<file path="config.mk">
export PLATFORM = sky130hd
export DESIGN_NAME = lea128_ram
export DESIGN_NICKNAME = d
export VERILOG_FILES = /design/src/rtl/lea128_block_cipher_unit_assert.svh /design/src/rtl/lea128_ram.sv
export SDC_FILE = /design/constraint.sdc
export NUM_CORES = 2
export LEC_CHECK = 0
export ABC_CLOCK_PERIOD_IN_PS = 6900
export BUFFER_PORTS_ARGS = -buffer_cell sky130_fd_sc_hd__buf_4
export CORE_MARGIN = 3
export CORE_UTILIZATION = 38
export CTS_CLUSTER_SIZE = 12
export DETAILED_ROUTE_END_ITERATION = 12
export SETUP_SLACK_MARGIN = 0.4
export SYNTH_ARGS = -nofsm -noshare
export SYNTH_HDL_FRONTEND = slang
export SYNTH_SLANG_ARGS = --single-unit
</file>
<file path="constraint.sdc">
create_clock -name clk -period 6.9 [get_ports clk]
set_input_delay 0.69 -clock clk [delete_from_list [all_inputs] [get_ports clk]]
set_output_delay 0.69 -clock clk [all_outputs]
set_load 0.1 [all_outputs]
</file>
<file path="src/rtl/lea128_block_cipher_unit_assert.svh">
// Assertion macros for the LEA-128 block cipher unit.
// Included by files that carry concurrent checks; no other dependencies.
`ifndef LEA128_BLOCK_CIPHER_UNIT_ASSERT_SVH
`define LEA128_BLOCK_CIPHER_UNIT_ASSERT_SVH

// same-cycle implication under reset
`define LEA_ASSERT_NOW(label, clk, rst_n, ante, cons) \
	label: assert property (@(posedge clk) disable iff (!rst_n) (ante) |-> (cons)) \
		else $error("lea128 check failed");

// next-cycle implication under reset
`define LEA_ASSERT_NEXT(label, clk, rst_n, ante, cons) \
	label: assert property (@(posedge clk) disable iff (!rst_n) (ante) |=> (cons)) \
		else $error("lea128 check failed");

`endif

</file>
<file path="src/rtl/lea128_ram.sv">
// Generic single-port-write, single-port-read RAM with registered read data.
// No dependencies.
module lea128_ram #(
	parameter int WIDTH = 128,
	parameter int DEPTH = 24
) (
	input  logic                                    clk,
	input  logic                                    we,
	input  logic [(DEPTH > 1 ? $clog2(DEPTH) : 1)-1:0] waddr,
	input  logic [WIDTH-1:0]                        wdata,
	input  logic                                    re,
	input  logic [(DEPTH > 1 ? $clog2(DEPTH) : 1)-1:0] raddr,
	output logic [WIDTH-1:0]                        rdata
);

	logic [WIDTH-1:0] mem [DEPTH];

	always_ff @(posedge clk) begin
		if (we) begin
			mem[waddr] <= wdata;
		end
		if (re) begin
			rdata <= mem[raddr];
		end
	end

endmodule

</file>
# Yosys cells after proc, flatten, opt, wreduce, memory -nomap -nowiden
# Memory sizes are Yosys's and may differ from the RTL's. A register that Yosys moved wholly into a read port is not among the register bits.
# Index checks and enable logic that the tools add are counted.
op_classes:
  add_sub_neg: 0
  n_mul: 0
  div: 0
  magnitude_cmp: 0
  eq_ne: 0
  shift: 0
  mux: 2
  bitwise_logic: 0
  n_reduce_logical: 0
op_table:
  columns: ["cell", "n"]
  rows:
  - ["1-bit two-way mux", 2]
word_totals:
  reg_bits: 0
  latch_bits: 0
  mem_bits_rw: 3072
  mem_bits_ro: 0
  inputBits: 141
  elab_cells: 3
  n_memories: 1
mem_list:
  columns: ["name", "depth", "word_bits", "read_ports", "rd_ports_with_merged_regs", "write_ports", "line_no", "source"]
  rows:
  - ["mem", 24, 128, 1, 1, 1, "lea128_ram.sv:16", "logic [WIDTH-1:0] mem [DEPTH];"]

# Depth between registers and ports, before layout
depth:
  word_depth: 2
  depth_mapped: 9
  mapped_depth_nobuf: 4

# Worst setup path before layout
# OpenSTA, ideal clock, no wires.
synth_timing:
  path_type: "in2reg"
  start: "input port waddr[1] (netlist bit)"
  end: "memory mem[20][0] (enable)"
  setup_time_ns: 0.617
  arrival_ns: 6.642
  path_slack_ns: -0.359
  path_stages: 3
  n_path_buf: 1
  path_cell_list: "or3b_2 -> clkbuf_1 -> nor2_1"
synth_rtl:
  columns: ["item", "line_no", "source"]
  rows:
  - ["start: declaration", "lea128_ram.sv:9", "input logic [(DEPTH > 1 ? $clog2(DEPTH) : 1)-1:0] waddr,"]
  - ["end: declaration", "lea128_ram.sv:16", null]
# Straight into the memory's write port.

==> reports/results.tsv <==
metric	value	unit
seq_area	96100	sq um
muxShareOfSynthArea	0.148	
die_y	570	microns
die_w	570	microns
ctsHtreeMaxLevel	5	
postLayoutSetupSlackWorst	3830	ps
grt_pass1_vias	60100	
route.vias.total	58400	
synth_adder_area_share	0	
drive_gt1_frac	0.217	
fmax	326	MHz
synth_top_area_cell	edfxtp_1	
holdBufCountCts	0	
via_per_inst	5.69	
crit_slowest_cell	nor2b_4	
ys.flop_type	edfxtp_1	
start_util	0.383	
grtUsageMet2	0.322	
max_cap_violations	0	
synth-edff-count	3200	
synth_cell_types	24	
required	7520	ps
grt_pass1_wl	448000	microns
final_nets	6053	
synthArstFlopShare	0	
overflow	0	
skew	35.0	ps
top_usage_layer	met2	
cts.clk_slew.worst_paths	60	ps
drtPass1Iterations	7	
ios	269	
cts_tree	done	
nFillCells	26700	
synth.area.top_cells	edfxtp_1 79%, mux4_2 8.8%, mux2i_1 5.6%, a22oi_1 1.0%, o211ai_1 0.79%	
gr-usage-all-layers	0.191	
multi_input_area	23400	sq um
cp_cell_sequence	buf_8 > nor2b_4 > buf_4 > a221oi_1 > o21ai_0 > o311ai_0 > buf_4	
grt_setup_unrepaired	false	
synth_xor_area_frac	0	
avgSynthCellArea	21.9	sq um
wl	315000	microns
placed_cell_area	128000	sq um
dp_hpwl	152000	microns
place_ws	2930	ps
antenna_found_initial	45	
relSlewSlack	0.126	
power_leakage	0.0439	uW
route.detailed.drc	0	
die_area	325000	sq um
syn_to_final_growth	13.9	%
met1_usage	0.258	
cts_made_buffers	331	
syn_area	121000	sq um
wl_per_cell	30.7	microns
synth_top_family_by_area	multiplexers	
synthMostInstantiatedCell	edfxtp_1	
grt_max_degree	113	
final-setup-viol-count	0	
holdCritPathClass	in -> reg	
synth_compound_area_frac	0.0367	
ant_nets	0	
ir_worst_vdd	0.000216	V
clock_latency	880	ps
cts-root-buf	clkbuf_16	
finalPower	40200	uW
yosys.area_share.simple	0.00709	
hold_ws	161	ps
arrival	3690	ps
maxSlewViolCount	0	
critPathKind	in -> reg	
ys_ff_latch	3200	
hold_violations	0	
yosysSeqAreaShare	0.795	
fin_crit_sh	0.445	
cts.sinks	3200	
synth_fp_nets	5650	
fin_crit	3070	ps
syn_inst	5509	
yosys-top-cells-count	3,200 x edfxtp_1, 677 x mux2i_1, 475 x mux4_2	
status	finished clean	
drt_iter0_markers	6060	
path_common_cell	buf_4	
io_buffers	268	
cpPeakStageDelay	980	ps
yosysWarnings	0	
timing.critical_path.from_type	input pin	
utilization	0.436	
num_rows	206	
gp_congestion	0.725	
core_area	316000	sq um
path_buf_inv	3	
yosys.area.top_type_share	0.795	
timing_worst_slew_pin_value	1310	ps
cp_top_family	buffers and inverters	
path_max_fanout	64	
cp-end-kind	flip-flop	
grt_use_met3	0.0308	
postCtsSetupBuffers	0	
cts-resized-gates	0	
design_area	138000	sq um
clk_path_buf_depth	4	
powerDensity	292	nW/um^2
-- per-layer routing --
layer  share of wire  vias to the layer above  wire length, microns
met1            0.41                    31600                129000
met3           0.066                      487                 20800
li1                -                    24100                     -
met2            0.50                     2157                158000
met5         0.00052                        -                   165
met4           0.024                       24                  7480
-- final timing paths --
path | startpoint | endpoint | slack (ps) | cells past startpoint
worst max-delay path | raddr[1] | rdata[93] | 3830 | 7
worst min-delay path | wdata[119] | mem[15][119] | 160 | 1
worst max register to register | mem[13][75] | rdata[75] | 5120 | 3
worst min register to register | mem[10][12] | rdata[12] | 670 | 4
-- cell families after synthesis --
group | count (synthesis)
simple gates | 192
buf+inv | 325
compound gates | 603
flops | 3200
mux | 1189
-- worst reg2reg max path: cells and delay by family, from the launching register on --
family	cells	cell delay, ps
AO/OA/AOI/OAI	2	590
multiplexers	1	460
flip-flops	1	360
-- per-stage QoR --
stage          setup TNS, ps  cells
4_1_cts                    0  10200
5_1_grt                    0  10200
3_3_place_gp               0   9739
6_report                   0  10300
3_5_place_dp               0   9739
2_1_floorplan        -433100   5509
-- registers in the layout, summed over array words and instances (netlist names) --
name	flops
mem	3072
rdata	128
-- area by class of cell --
type,count,share of cell area
Antenna cell,17,0.000309
Clock buffer,414,0.0634
Clock inverter,90,0.00454
Multi-Input combinational cell,1984,0.170
Sequential cell,3200,0.698
Tap cell,4160,0.0378
Timing Repair Buffer,395,0.0258
-- power by group --
| part | switching, uW | leakage [uW] | internal (uW) | total (uW) |
|---|---|---|---|---|
| sequential | 126 | 0.0289 | 21700 | 21800 |
| combinational | 1630 | 0.0105 | 721 | 2350 |
| clock | 7010 | 0.00454 | 8980 | 16000 |
-- placed cells by master (no fill, tap or decap) --
cell | Yosys | layout
a21oi_1 | 37 | 37
a221oi_1 | 91 | 91
a22oi_1 | 165 | 165
and2_4 | 0 | 2
buf_12 | 0 | 44
buf_4 | 54 | 346
buf_6 | 13 | 1
buf_8 | 0 | 3
bufinv_16 | 0 | 3
clkbuf_1 | 162 | 77
clkbuf_16 | 0 | 337
clkbuf_8 | 0 | 1
clkinv_1 | 0 | 50
clkinv_2 | 0 | 16
clkinv_4 | 0 | 1
clkinv_8 | 0 | 4
clkinvlp_4 | 0 | 3
diode_2 | 0 | 17
edfxtp_1 | 3200 | 3200
inv_16 | 0 | 5
inv_6 | 0 | 8
mux2_2 | 37 | 37
mux2i_1 | 677 | 677
mux4_2 | 475 | 475
nand2_1 | 76 | 76
nand2b_4 | 0 | 1
nand3_1 | 75 | 75
nand3b_1 | 4 | 4
nor2_1 | 28 | 2
nor2_4 | 0 | 26
nor2b_4 | 0 | 3
o211ai_1 | 128 | 128
o21ai_0 | 91 | 91
o311ai_0 | 91 | 89
o311ai_1 | 0 | 2
or3_1 | 1 | 1
or3b_2 | 2 | 2
Note: power is estimated with default switching activity, not from simulation.
