`src/rtl/lea128_block_cipher_unit_assert.svh`:
```
// Assertion macros for the LEA-128 block cipher unit.
// Included by files that carry concurrent checks; no other dependencies.
`ifndef LEA128_BLOCK_CIPHER_UNIT_ASSERT_SVH
`define LEA128_BLOCK_CIPHER_UNIT_ASSERT_SVH

// same-cycle implication under reset
`define LEA_ASSERT_NOW(label, clk, rst_n, ante, cons) \
	label: assert property (@(posedge clk) disable iff (!rst_n) (ante) |-> (cons)) \
		else $error("lea128 check failed");

// next-cycle implication under reset
`define LEA_ASSERT_NEXT(label, clk, rst_n, ante, cons) \
	label: assert property (@(posedge clk) disable iff (!rst_n) (ante) |=> (cons)) \
		else $error("lea128 check failed");

`endif

```
`src/rtl/lea128_pkg.sv`:
```
// Shared types, constants and helpers for the LEA-128 block cipher unit.
// No dependencies.
package lea128_pkg;

	typedef enum logic [2:0] {
		ST_IDLE,
		ST_EXPAND,
		ST_LOAD,
		ST_RUN,
		ST_DONE
	} state_t;

	localparam logic REG_KEY_LOW  = 1'b0;
	localparam logic REG_KEY_HIGH = 1'b1;

	localparam logic OP_ENCRYPT = 1'b0;

	localparam logic [3:0][31:0] DELTA = {
		32'h78df30ec, 32'h79e27c8a, 32'h44626b02, 32'hc3efe9db
	};

	function automatic logic [31:0] rotl(input logic [31:0] x, input logic [4:0] n);
		logic [63:0] d;
		d = {x, x} << n;
		return d[63:32];
	endfunction

endpackage

```
`src/rtl/lea128_round.sv`:
```
// One LEA-128 round, encryption or decryption, on a 128-bit state.
// Depends on lea128_pkg.
module lea128_round (
	input  logic         dec,
	input  logic [127:0] x_in,
	input  logic [127:0] rk,
	output logic [127:0] x_out
);
	import lea128_pkg::*;

	logic [31:0] x0, x1, x2, x3;
	logic [31:0] k0, k1, k2, k3;
	logic [31:0] e0, e1, e2;
	logic [31:0] d1, d2, d3;

	assign {x3, x2, x1, x0} = x_in;
	assign {k3, k2, k1, k0} = rk;

	always_comb begin
		e0 = rotl((x0 ^ k0) + (x1 ^ k1), 5'd9);
		e1 = rotl((x1 ^ k2) + (x2 ^ k1), 5'd27);
		e2 = rotl((x2 ^ k3) + (x3 ^ k1), 5'd29);
		d1 = (rotl(x0, 5'd23) - (x3 ^ k0)) ^ k1;
		d2 = (rotl(x1, 5'd5) - (d1 ^ k2)) ^ k1;
		d3 = (rotl(x2, 5'd3) - (d2 ^ k3)) ^ k1;
	end

	assign x_out = dec ? {d3, d2, d1, x3} : {x0, e2, e1, e0};

endmodule

```
`config.mk`:
```
export PLATFORM = sky130hd
export DESIGN_NAME = lea128_round
export DESIGN_NICKNAME = d
export VERILOG_FILES = /design/src/rtl/lea128_block_cipher_unit_assert.svh /design/src/rtl/lea128_pkg.sv /design/src/rtl/lea128_round.sv
export SDC_FILE = /design/constraint.sdc
export NUM_CORES = 1
export LEC_CHECK = 0
export BUFFER_PORTS_ARGS = -buffer_cell sky130_fd_sc_hd__buf_2
export CAP_MARGIN = 10
export CORE_MARGIN = 10
export CORE_UTILIZATION = 45
export DETAILED_ROUTE_END_ITERATION = 6
export PLACE_DENSITY = 0.73
export SLEW_MARGIN = 20
export SYNTH_ARGS = -nofsm -noshare
export SYNTH_HDL_FRONTEND = slang
export SYNTH_SLANG_ARGS = --single-unit
```
`constraint.sdc`:
```
create_clock -name vclk -period 16.7
set_input_delay 0.835 -clock vclk [all_inputs]
set_output_delay 0.835 -clock vclk [all_outputs]
set_load 0.005 [all_outputs]
```
-- After elaboration in Yosys (flattened, before gate mapping)
Cells that the tools add are included.
- $add $sub $neg: 6
- muxes and demuxes: 1
- bitwise operators: 12
- operators with widths (cell ; count):
    XOR 32 bit ; 12
    two-way mux 128 bit ; 1
    adder 32 bit ; 3
    subtractor 32 bit ; 3
- register bits: 0
- bits of input ports: 257
- output and inout port bits: 128
- word-level logic and storage cells: 19

-- Logic depth before layout (Yosys ltp)
- depth after elaboration: 10
- depth in mapped cells: 35
- gate-level depth less buffers: 35

-- Worst setup path after synthesis
OpenSTA, ideal clock, no wires.
- path kind: input port to output port
- start: input rk[0]
- end: output x_out[127]
- arrival time: 6.867 ns
- required time: 15.865 ns
- setup slack: 8.998 ns
- cell stages on the path: 35
- buffers on the path: 0
- path through: xor2_1 > ha_1 > fa_1 > nor2b_1 > o21ai_1 > a21boi_0 > o21ai_1 > a21oi_1 > a31oi_1 > o21bai_1 > a21o_1 > a21oi_1 > xnor2_1 > xnor2_1 > ha_1 > and3_1 > nand2_1 > nor2_1 > o21ai_1 > a31oi_1 > a21oi_1 > xnor2_1 > xnor2_1 > ha_1 > a21o_1 > a21o_1 > a21o_1 > a21o_1 > a21oi_1 > o2111a_1 > a311oi_1 > or3_1 > nand4_1 > a21oi_1 > a311o_1
- longest elaborated chain between the ends: 10
- RTL lines (item ; line ; text):
    from (decl) ; lea128_round.sv:6 ; input logic [127:0] rk,
    XOR 32 bit ; lea128_round.sv:23 ; d1 = (rotl(x0, 5'd23) - (x3 ^ k0)) ^ k1;
    subtractor 32 bit ; lea128_round.sv:23 ;
    XOR 32 bit ; lea128_round.sv:23 ;
    XOR 32 bit ; lea128_round.sv:24 ; d2 = (rotl(x1, 5'd5) - (d1 ^ k2)) ^ k1;
    subtractor 32 bit ; lea128_round.sv:24 ;
    XOR 32 bit ; lea128_round.sv:24 ;
    XOR 32 bit ; lea128_round.sv:25 ; d3 = (rotl(x2, 5'd3) - (d2 ^ k3)) ^ k1;
    subtractor 32 bit ; lea128_round.sv:25 ;
    XOR 32 bit ; lea128_round.sv:25 ;
    two-way mux 128 bit ; lea128_round.sv:28 ; assign x_out = dec ? {d3, d2, d1, x3} : {x0, e2, e1, e0};
    to (decl) ; lea128_round.sv:7 ; output logic [127:0] x_out
Every way passes these cells.

-- Worst setup path after layout
Ends and elaborated chain as after synthesis.

==> reports/metrics.json <==
{
  "cells_and_area": {
    "final_core_utilization_pct": 53.3,
    "num-fill-cells": 3071,
    "clockBufferCount": 0,
    "syn2layout_area_growth_pct": 16.5,
    "seq_cell_count": 0,
    "multi_input_area_um2": 13100,
    "antenna-diode-count": 0,
    "seqCellArea_um2": 0,
    "layout-drive-gt1-share_pct": 19.6,
    "finalNetCount": 2640
  },
  "routing": {
    "dr_total_vias": 15400,
    "drtIter0Drc": 1462,
    "detail_route.drc_violations": 0,
    "detail_route.first_pass.iterations": 5,
    "avgViaCountPerCell": 5.98,
    "avgRoutedWirePerCell_um": 25.4,
    "detail-route-antenna-nets": 0,
    "wirelength_um": 65500
  },
  "job": {
    "max_cap_viol_count": 0
  },
  "sta": {
    "timing.final.max_slew_violations": 0,
    "timing_hold_violations_final": 0,
    "grt_setup_unrepaired": "no",
    "worst_pin_slew_ns": 1.11,
    "total_negative_slack_for_setup_checks_ns": 0,
    "finalWorstPathRequiredPeriod_ns": 9.23,
    "hold_ws_ns": 2.00,
    "post-route-period-util_pct": 55.3,
    "max_slew_margin_pct": 25.4,
    "setup-violations-final": 0,
    "layout_setup_ws_ns": 7.47,
    "fmax_mhz": 108
  },
  "placement": {
    "gp_congestion": 1.02,
    "buffer_ports.inserted": 385,
    "dpl_worst_slack_ns": 7.67,
    "place_hpwl_um": 57000
  },
  "yosys": {
    "synth.distinct_cells": 73,
    "syn-num-nets": 2308,
    "synth_common_cells": "sky130_fd_sc_hd__xor2_1 (282), sky130_fd_sc_hd__xnor2_1 (267), sky130_fd_sc_hd__ha_1 (186)",
    "most_frequent_cell_after_synthesis": "sky130_fd_sc_hd__xor2_1",
    "yosys.area.top_type_share_pct": 18.2,
    "synth_instances": 1859,
    "syn-cell-area_um2": 13500,
    "post-synth-top-area-cell": "sky130_fd_sc_hd__xor2_1",
    "synth.avg_cell_area_um2": 7.29,
    "synth-seq-area-share_pct": 0,
    "synth_area_leaders": "sky130_fd_sc_hd__xor2_1 (18%), sky130_fd_sc_hd__xnor2_1 (17%), sky130_fd_sc_hd__ha_1 (17%), sky130_fd_sc_hd__a21oi_1 (6.8%), sky130_fd_sc_hd__a21o_1 (5.2%)",
    "yosysWarnings": 0
  },
  "worst_hold_path": {
    "timing.hold.worst.class": "primary input to output pin"
  },
  "power": {
    "max-vdd-ir-drop_mv": 0.0699,
    "power_per_cell_area_nw_per_um2": 154,
    "power_w": 0.00243,
    "leakagePower_nw": 7.61
  },
  "floorplan": {
    "rows": 63,
    "die_height_um": 194,
    "ios": 385,
    "floorplan.initialDensity_pct": 45.7,
    "die-area_um2": 37500,
    "core_area_um2": 29600,
    "fp.dieW_um": 194
  },
  "worst_setup_path": {
    "max_stage_delay_ns": 0.88,
    "criticalPathCategory": "primary input to output pin",
    "critical_path_peak_fanout": 6,
    "critPathArrivalTime_ns": 8.40,
    "timing.critical_path.required_ns": 15.87,
    "endpoint_kind": "output pin",
    "critPathLaunchType": "primary input",
    "critPathSlowestCell": "sky130_fd_sc_hd__a311oi_1"
  },
  "global_routing": {
    "globalRouteOverflowTotal": 0,
    "grt_max_degree": 75,
    "first_global_vias": 15300,
    "globalRouteTotalUtil_pct": 32.4,
    "wire_length_of_the_first_global_routing_pass_um": 95500,
    "grt_antenna_before_repair": 2
  },
  "clock_tree": {
    "cts-resized-gates": 0,
    "cts_setup_buffers": 0,
    "hold_buffers": 0
  },
  "outcome": {
    "outcome": "complete, no violations"
  }
}
-- per-layer routing --
metal / GRT usage (%) / up-vias / wire length, um
met5: 0 / - / 17
met4: 10.6 / 2 / 2420
met3: 4.18 / 110 / 5540
met2: 52.6 / 789 / 29400
met1: 43.1 / 7290 / 28200
li1: - / 7223 / -
-- worst max-delay path: cells and delay by family --
kind | cells | cell delay [ns]
AO/OA/AOI/OAI | 20 | 4.03
adder cells (fa/ha/maj) | 4 | 1.44
AND/OR/NAND/NOR | 6 | 0.97
XOR/XNOR | 5 | 0.84
buffers and inverters | 2 | 0.25
-- cells in the final DEF (no fill, tap or decap), types with 14 or more instances in the layout --
cell and n:
sky130_fd_sc_hd__buf_2 384, sky130_fd_sc_hd__xor2_1 282, sky130_fd_sc_hd__xnor2_1 267, sky130_fd_sc_hd__ha_1 186, sky130_fd_sc_hd__a21oi_1 185, sky130_fd_sc_hd__nor2_1 131, sky130_fd_sc_hd__o21ai_0 118, sky130_fd_sc_hd__nand2_1 117
sky130_fd_sc_hd__a21o_1 94, sky130_fd_sc_hd__inv_1 58, sky130_fd_sc_hd__nand3_1 25, sky130_fd_sc_hd__o21bai_1 24, sky130_fd_sc_hd__o21a_1 24, sky130_fd_sc_hd__nand2b_1 23, sky130_fd_sc_hd__nor2b_1 21, sky130_fd_sc_hd__a211oi_1 18
sky130_fd_sc_hd__and3_1 15, sky130_fd_sc_hd__o31ai_1 14
-- report_power, final --
| part | total, W | internal, W | switching (W) |
|---|---|---|---|
| Combinational | 0.00243 | 0.00106 | 0.00138 |
| Clock | 0 | 0 | 0 |
| Sequential | 0 | 0 | 0 |
| Total | 0.00243 | 0.00106 | 0.00138 |
-- metrics by stage --
step | instances | instance area (um^2)
detailed placement | 2579 | 15800
global placement | 2579 | 15800
finish | 2579 | 15800
CTS | 2579 | 15800
floorplan | 1859 | 13500
global route | 2579 | 15800
-- cells by family (layout without fill, tap and decap cells) --
group                    count (synthesis)  in the layout  share of synthesized area, %
multiplexers                            16             16                          1.28
AO/OA/AOI/OAI                          580            580                          27.9
AND/OR/NAND/NOR                        402            402                          13.9
XOR/XNOR                               549            549                          35.5
buffers and inverters                  120            450                          3.32
adder cells (fa/ha/maj)                192            192                          18.1
-- final timing paths --
kind                  depth (start not counted)    endpoint  startpoint  slack [ns]
worst max-delay path                         37  x_out[127]       rk[0]        7.47
worst min-delay path                          4   x_out[31]   x_in[127]        2.00
-- area by class of cell --
class | count | area share [%]
Inverter | 59 | 1.40
Multi-Input combinational cell | 1739 | 83.0
Tap cell | 390 | 3.09
Timing Repair Buffer | 391 | 12.5
Power figures use the tool's default switching activity.
